==> config.mk <==
export PLATFORM = sky130hd
export DESIGN_NAME = mdsf_ctrl
export DESIGN_NICKNAME = d
export VERILOG_FILES = /design/src/design/mdsf_pkg.sv /design/src/design/mdsf_ctrl.sv
export SDC_FILE = /design/constraint.sdc
export NUM_CORES = 1
export LEC_CHECK = 0
export BUFFER_PORTS_ARGS = -buffer_cell sky130_fd_sc_hd__clkbuf_2
export CORE_ASPECT_RATIO = 1.25
export CORE_MARGIN = 1.5
export CORE_UTILIZATION = 35
export DETAILED_ROUTE_END_ITERATION = 6
export MAX_ROUTING_LAYER = met4
export PLACE_DENSITY = 0.69
export RECOVER_POWER = 50
export SYNTH_ARGS = -nofsm -noshare
export SYNTH_HDL_FRONTEND = slang
export SYNTH_SLANG_ARGS = --single-unit
export TNS_END_PERCENT = 10
==> constraint.sdc <==
create_clock -name i_clk -period 1.29 [get_ports i_clk]
set_input_delay 0.1935 -clock i_clk [delete_from_list [all_inputs] [get_ports i_clk]]
set_output_delay 0.1935 -clock i_clk [all_outputs]
set_load 0.01 [all_outputs]
==> src/design/mdsf_pkg.sv <==
// Shared types and constants for the minimum-density segment finder.
package mdsf_pkg;

    // Fixed field widths
    localparam int LEN_W = 11;   // min_length register
    localparam int IDX_W = 10;   // start_index / end_index result fields

    // Which comparison the shared compare engine is working on
    typedef logic [1:0] t_mode;
    localparam t_mode MODE_BACK  = 2'd0;
    localparam t_mode MODE_FRONT = 2'd1;
    localparam t_mode MODE_BEST  = 2'd2;

    // Prefix memory read address select
    typedef logic [1:0] t_psel;
    localparam t_psel PSEL_START = 2'd0;
    localparam t_psel PSEL_P     = 2'd1;
    localparam t_psel PSEL_Q     = 2'd2;

    // Hull memory read address select: the older or the newer entry of a pair
    typedef logic t_hsel;
    localparam t_hsel HSEL_FIRST  = 1'b0;
    localparam t_hsel HSEL_SECOND = 1'b1;

    // Commands from the controller to the datapath
    typedef struct packed {
        logic  accept;
        logic  step;
        logic  hull_rd;
        t_hsel hull_sel;
        logic  pre_rd;
        t_psel pre_sel;
        logic  cap_pstart;
        logic  cap_p;
        logic  cap_q;
        logic  cap_pp;
        logic  cap_pq;
        logic  load_ops;
        logic  mul1;
        logic  mul2;
        logic  pop_back;
        logic  pop_front;
        logic  push;
        logic  upd_best;
        logic  out_load;
        logic  clear;
        t_mode mode;
    } t_cmd;

    // Status from the datapath to the controller
    typedef struct packed {
        logic count_ok;
        logic reached;
        logic ge2;
        logic lt;
        logic eq;
        logic have_best;
        logic last;
        logic out_free;
    } t_sts;

endpackage

==> src/design/mdsf_ctrl.sv <==
// Controller state machine of the segment finder: sequences memory reads, compares and hull updates.
module mdsf_ctrl (
    input  logic           i_clk,
    input  logic           i_rst_n,
    input  logic           i_in_valid,
    output logic           o_in_stall,
    input  mdsf_pkg::t_sts i_sts,
    output mdsf_pkg::t_cmd o_cmd
);

    localparam logic [4:0] S_IDLE   = 5'd0;
    localparam logic [4:0] S_STEP   = 5'd1;
    localparam logic [4:0] S_RSTART = 5'd2;
    localparam logic [4:0] S_CSTART = 5'd3;
    localparam logic [4:0] S_CHK    = 5'd4;
    localparam logic [4:0] S_F1     = 5'd5;
    localparam logic [4:0] S_F2     = 5'd6;
    localparam logic [4:0] S_F3     = 5'd7;
    localparam logic [4:0] S_F4     = 5'd8;
    localparam logic [4:0] S_OPS    = 5'd9;
    localparam logic [4:0] S_MUL1   = 5'd10;
    localparam logic [4:0] S_MUL2   = 5'd11;
    localparam logic [4:0] S_DEC    = 5'd12;
    localparam logic [4:0] S_PUSH   = 5'd13;
    localparam logic [4:0] S_BEST0  = 5'd14;
    localparam logic [4:0] S_BEST1  = 5'd15;
    localparam logic [4:0] S_BEST2  = 5'd16;
    localparam logic [4:0] S_BEST3  = 5'd17;
    localparam logic [4:0] S_FIN    = 5'd18;

    logic [4:0]      r_state;
    logic [4:0]      n_state;
    mdsf_pkg::t_mode r_mode;
    mdsf_pkg::t_mode n_mode;

    always_comb begin
        n_state = r_state;
        n_mode  = r_mode;
        o_cmd   = '0;
        o_cmd.mode = r_mode;
        case (r_state)
            S_IDLE: begin
                if (i_in_valid) begin
                    o_cmd.accept = 1'b1;
                    n_state      = S_STEP;
                end
            end
            S_STEP: begin
                o_cmd.step = 1'b1;
                if (i_sts.count_ok && i_sts.reached) begin
                    n_state = S_RSTART;
                end else begin
                    n_state = S_FIN;
                end
            end
            S_RSTART: begin
                o_cmd.pre_rd  = 1'b1;
                o_cmd.pre_sel = mdsf_pkg::PSEL_START;
                n_state       = S_CSTART;
            end
            S_CSTART: begin
                o_cmd.cap_pstart = 1'b1;
                n_mode           = mdsf_pkg::MODE_BACK;
                n_state          = S_CHK;
            end
            S_CHK: begin
                if (i_sts.ge2) begin
                    o_cmd.hull_rd  = 1'b1;
                    o_cmd.hull_sel = mdsf_pkg::HSEL_FIRST;
                    n_state        = S_F1;
                end else if (r_mode == mdsf_pkg::MODE_BACK) begin
                    n_state = S_PUSH;
                end else begin
                    n_state = S_BEST0;
                end
            end
            S_F1: begin
                o_cmd.cap_p    = 1'b1;
                o_cmd.hull_rd  = 1'b1;
                o_cmd.hull_sel = mdsf_pkg::HSEL_SECOND;
                n_state        = S_F2;
            end
            S_F2: begin
                o_cmd.cap_q   = 1'b1;
                o_cmd.pre_rd  = 1'b1;
                o_cmd.pre_sel = mdsf_pkg::PSEL_P;
                n_state       = S_F3;
            end
            S_F3: begin
                o_cmd.cap_pp  = 1'b1;
                o_cmd.pre_rd  = 1'b1;
                o_cmd.pre_sel = mdsf_pkg::PSEL_Q;
                n_state       = S_F4;
            end
            S_F4: begin
                o_cmd.cap_pq = 1'b1;
                n_state      = S_OPS;
            end
            S_OPS: begin
                o_cmd.load_ops = 1'b1;
                n_state        = S_MUL1;
            end
            S_MUL1: begin
                o_cmd.mul1 = 1'b1;
                n_state    = S_MUL2;
            end
            S_MUL2: begin
                o_cmd.mul2 = 1'b1;
                n_state    = S_DEC;
            end
            S_DEC: begin
                case (r_mode)
                    mdsf_pkg::MODE_BACK: begin
                        // drop the back entry while it no longer lies on the hull
                        if (i_sts.lt || i_sts.eq) begin
                            o_cmd.pop_back = 1'b1;
                            n_state        = S_CHK;
                        end else begin
                            n_state = S_PUSH;
                        end
                    end
                    mdsf_pkg::MODE_FRONT: begin
                        if (!i_sts.lt) begin
                            o_cmd.pop_front = 1'b1;
                            n_state         = S_CHK;
                        end else begin
                            n_state = S_BEST0;
                        end
                    end
                    default: begin
                        // strictly smaller average replaces the best; ties keep it
                        if (!i_sts.have_best || i_sts.lt) begin
                            o_cmd.upd_best = 1'b1;
                        end
                        n_state = S_FIN;
                    end
                endcase
            end
            S_PUSH: begin
                o_cmd.push = 1'b1;
                n_mode     = mdsf_pkg::MODE_FRONT;
                n_state    = S_CHK;
            end
            S_BEST0: begin
                o_cmd.hull_rd  = 1'b1;
                o_cmd.hull_sel = mdsf_pkg::HSEL_FIRST;
                n_state        = S_BEST1;
            end
            S_BEST1: begin
                o_cmd.cap_p = 1'b1;
                n_state     = S_BEST2;
            end
            S_BEST2: begin
                o_cmd.pre_rd  = 1'b1;
                o_cmd.pre_sel = mdsf_pkg::PSEL_P;
                n_state       = S_BEST3;
            end
            S_BEST3: begin
                o_cmd.cap_pp = 1'b1;
                n_mode       = mdsf_pkg::MODE_BEST;
                n_state      = S_OPS;
            end
            S_FIN: begin
                if (!i_sts.last) begin
                    n_state = S_IDLE;
                end else if (i_sts.out_free) begin
                    o_cmd.out_load = 1'b1;
                    o_cmd.clear    = 1'b1;
                    n_state        = S_IDLE;
                end
            end
            default: begin
                n_state = S_IDLE;
            end
        endcase
    end

    always_ff @(posedge i_clk) begin
        if (!i_rst_n) begin
            r_state <= S_IDLE;
            r_mode  <= mdsf_pkg::MODE_BACK;
        end else begin
            r_state <= n_state;
            r_mode  <= n_mode;
        end
    end

    assign o_in_stall = (r_state != S_IDLE);

endmodule

**Word level (Yosys, flattened, before mapping)**

Cells that the tools add are included.

- Equality and inequality tests: 21
- Mux-type cells: 37
- Reductions and logical operators: 15

Operators by type and width:

| cell | number |
|---|---|
| $pmux 5 s17 | 1 |
| $eq 5x4->1 const B | 8 |
| $mux 5 | 5 |
| $eq 5x3->1 const B | 4 |
| $mux 1 | 19 |
| $eq 5x5->1 const B | 3 |
| $mux 2 | 6 |
| $pmux 2 s3 | 2 |
| $reduce_or 2->1 | 6 |
| $eq 5x2->1 const B | 2 |
| $pmux 5 s2 | 1 |
| $pmux 3 s3 | 1 |
| $mux 4 | 2 |
| $eq 5x1->1 const B | 1 |
| $logic_not 5->1 | 1 |
| $reduce_bool 5->1 | 1 |
| $ne 3x3->1 const B | 1 |
| $reduce_bool 3->1 | 1 |
| $eq 2x1->1 const B | 1 |
| $logic_not 2->1 | 1 |
| $logic_or 1x1->1 | 2 |
| $ne 2x2->1 const B | 1 |
| $reduce_and 2->1 | 1 |
| $logic_and 1x1->1 | 1 |
| $logic_not 1->1 | 1 |

- Flip-flop bits (word level): 7
- Bits of input ports: 11
- Output and inout bits: 24
- Word-level logic and storage cells: 75

**Longest topological paths before layout**

- Word-level depth: 5
- Gate-level depth with buffers: 5
- Mapped depth without buffers: 4

**Worst setup path after synthesis**

No wires, ideal clock.

- Kind: reg-to-output
- Start: reg r_state[1]
- End: out o_cmd[16] (netlist bit)
- Arrival time: 1.214 ns
- Required time: 1.097 ns
- Path slack: -0.118 ns
- Stages on the path, launching flop included: 5
- Path buffers: 1
- Cell sequence: dfxtp_1 > buf_2 > nor2b_1 > mux2i_1 > nor3_1

RTL lines:

| what | line | text |
|---|---|---|
| start: declaration | mdsf_ctrl.sv:31 | `logic [4:0] r_state;` |
| start signal: assignment | mdsf_ctrl.sv:183 | `r_state <= n_state;` |
| end: declaration | mdsf_ctrl.sv:8 | `output mdsf_pkg::t_cmd o_cmd` |

==> flow_summary.json <==
{
  "rsz0062_at_grt": "yes",
  "grt-ovfl-total": 0,
  "busiest_layer": "met2",
  "grt_antenna_before_repair": 0,
  "nets": 190,
  "setup_violations": 26,
  "fin_ws_ps": -257.8,
  "yosysUniqueCellTypes": 38,
  "start_util_pct": 37.27,
  "place_ws_ps": -171.5,
  "detailed_place_hpwl_mm": 2.097,
  "vias": 1128,
  "ys_top_cells_by_count": "17 x nor2_1, 11 x a21oi_1, 10 x nor3_1",
  "insertion_delay_ps": 260,
  "timing.final.crit_period_ps": 1548,
  "met2_usage_pct": 48.77,
  "synth_area_per_cell_um2": 6.495,
  "met3_usage_pct": 3.960,
  "outcome": "complete, but fails checks",
  "stdcell_count": 198,
  "cts_buffers": 3,
  "wl_mm": 3.098,
  "core_area_mm2": 0.002004,
  "r2r_cells": 5,
  "dp.cells": 188,
  "finalCritPeriodShare_pct": 120.0,
  "setup-tns-final_ps": -5094,
  "async_flop_share_pct": 0,
  "drive_gt1_share_pct": 56.18,
  "synth_warnings": 0,
  "cp-end-kind": "output pin",
  "use_met1_pct": 26.92,
  "die-area_mm2": 0.002422,
  "drc": 1,
  "worst-setup-path-type": "flop to output pin",
  "slowest_delay_ps": 430,
  "cts_tree": "yes",
  "startpoint_type": "flop",
  "clock-sinks": 7,
  "gp_congestion": 0.9891,
  "vias_per_cell": 5.697,
  "root_buffer": "clkbuf_4",
  "grt_pass1_wl_mm": 4.560,
  "insertedDiodeCount": 0,
  "synth-main-ff-cell": "dfxtp_1",
  "die_h_um": 54.65,
  "fmax_mhz": 646.1,
  "slowest_stage": "or3b_4",
  "maxCapViolations": 0,
  "chipWidth_um": 44.32,
  "hold_end": "r_state[4]",
  "slew_violations": 0,
  "ioPinCount": 35,
  "area_growth_pct": 74.71,
  "hold_viol_final": 0,
  "irDropWorstVdd_uv": 1215,
  "yosysTopAreaCell": "dfxtp_1",
  "min_path_cells": 2,
  "synth-edff-count": 0,
  "power_density_mw_per_mm2": 1864,
  "max-slew-margin-rel_pct": 79.37,
  "grt_max_degree": 12,
  "drt_pass1_iterations": 6,
  "cts_hold_buf": 0,
  "regToRegSetupSlack_ps": -120,
  "synth.most_common_cell": "nor2_1",
  "synth_fp_nets": 126,
  "yosys.area.top_type_share_pct": 18.76,
  "violations": "DRC, setup timing",
  "clk_pin_slew_ps": 60,
  "cts.htree.levels": 1,
  "synth_area_um2": 747.0,
  "drt_iter0_drc": 32,
  "cp_max_fo": 6,
  "syn_inst": 115,
  "track_usage_pct": 27.08,
  "p_leak_uw": 0.0006128,
  "cp.required_ps": 1100,
  "grt_pass1_vias": 1071,
  "fin_worst_skew_ps": 2.678,
  "reg2reg_to": "r_state[3]",
  "synth.yosys.seq_area_share_pct": 18.76,
  "synth_area_leaders": "dfxtp_1 19%, nor2_1 8.5%, a21oi_1 7.4%",
  "timing.rr.start": "r_state[1]",
  "rows": 18,
  "clockBufferDepth": 2,
  "hold_path.class": "input port to flop",
  "hold_ws_ps": 225.3,
  "portBuffers": 34,
  "crit_chain": "or3b_4, nor2_1, clkbuf_2",
  "cp.arrival_ps": 1350,
  "wl_per_cell_um": 15.65,
  "ys_ff_latch": 7,
  "drtAntennaViolNets": 0,
  "hold_path.startpoint": "i_rst_n",
  "tightest_slew_ps": 309.0
}
==> state kept, by name (all words and copies together) (netlist names) <==
signal / flops
r_mode: 2
r_state: 5
==> power breakdown <==
group / total, uW / internal (uW) / switching (uW)
Sequential: 434 / 298 / 137
Combinational: 1790 / 914 / 873
Clock: 211 / 119 / 92.7
==> per-layer routing <==
metal | vias to the layer above | wire length [um]
met1 | 508 | 1110
met2 | 67 | 1648
li1 | 541 | -
met3 | 12 | 196
met4 | 0 | 142
met5 | - | 0
==> worst max path at each step <==
stage                endpoint  slack, ps  cells after the start  startpoint
global route        o_cmd[12]       -320                      4  r_state[1]
floorplan            o_cmd[6]        -50                      3  r_state[0]
CTS                  o_cmd[6]       -260                      4  r_state[1]
finish               o_cmd[5]       -260                      3  r_state[0]
detailed placement   o_cmd[5]       -170                      3  r_state[1]
global placement    o_cmd[12]       -160                      4  r_state[1]
==> per-stage QoR <==
stage / area, um^2 / util, % / power [uW]
4_1_cts: 1260 / 62.86 / 2268
3_5_place_dp: 1117 / 55.74 / 1796
6_report: 1305 / 65.11 / 2433
2_1_floorplan: 759.5 / - / 1176
3_3_place_gp: 1117 / 55.74 / 1779
5_1_grt: 1305 / 65.11 / 2584
==> layout make-up <==
type	count	area, um^2
Sequential cell	7	156.4
Timing Repair Buffer	68	439.2
Clock buffer	4	26.28
Inverter	4	18.77
Fill cell	174	699.4
Tap cell	20	25.02
Multi-Input combinational cell	95	639.4
==> timing repair <==
action | CTS | global route
setup buffers | 6 | 0
gates cloned | 0 | 0
gates resized for setup | 25 | 26
endpoints found under the setup margin | 29 | 29
pin swaps | 6 | 4
==> placed cells by master, fill, tap and decap left out, drive strengths merged, types with 2 or more instances in the layout <==
cell	instances
a21oi	11
and3	5
buf	48
clkbuf	24
dfxtp	7
inv	2
mux2i	2
nand2	8
nand2b	4
nand3	3
nand3b	2
nor2	18
nor2b	3
nor3	11
o21ai	9
o31a	2
or3	2
==> logic make-up after synthesis <==
| family | Yosys count | share of synthesized area, % |
|---|---|---|
| xor gates and xnor gates | 2 | 2.345 |
| buffers and inverters | 13 | 8.041 |
| and+or+nand+nor | 63 | 46.07 |
| muxes | 2 | 2.680 |
| DFF | 7 | 18.76 |
| AOI/OAI and AO/OA | 28 | 22.11 |
==> critical path, delay by kind of cell, from the launching register on <==
| kind | cells | cell delay (ps) |
|---|---|---|
| AND/OR/NAND/NOR | 2 | 560 |
| buffers and inverters | 1 | 140 |
| flip-flops | 1 | 390 |
Note: power is estimated with default switching activity, not from simulation.
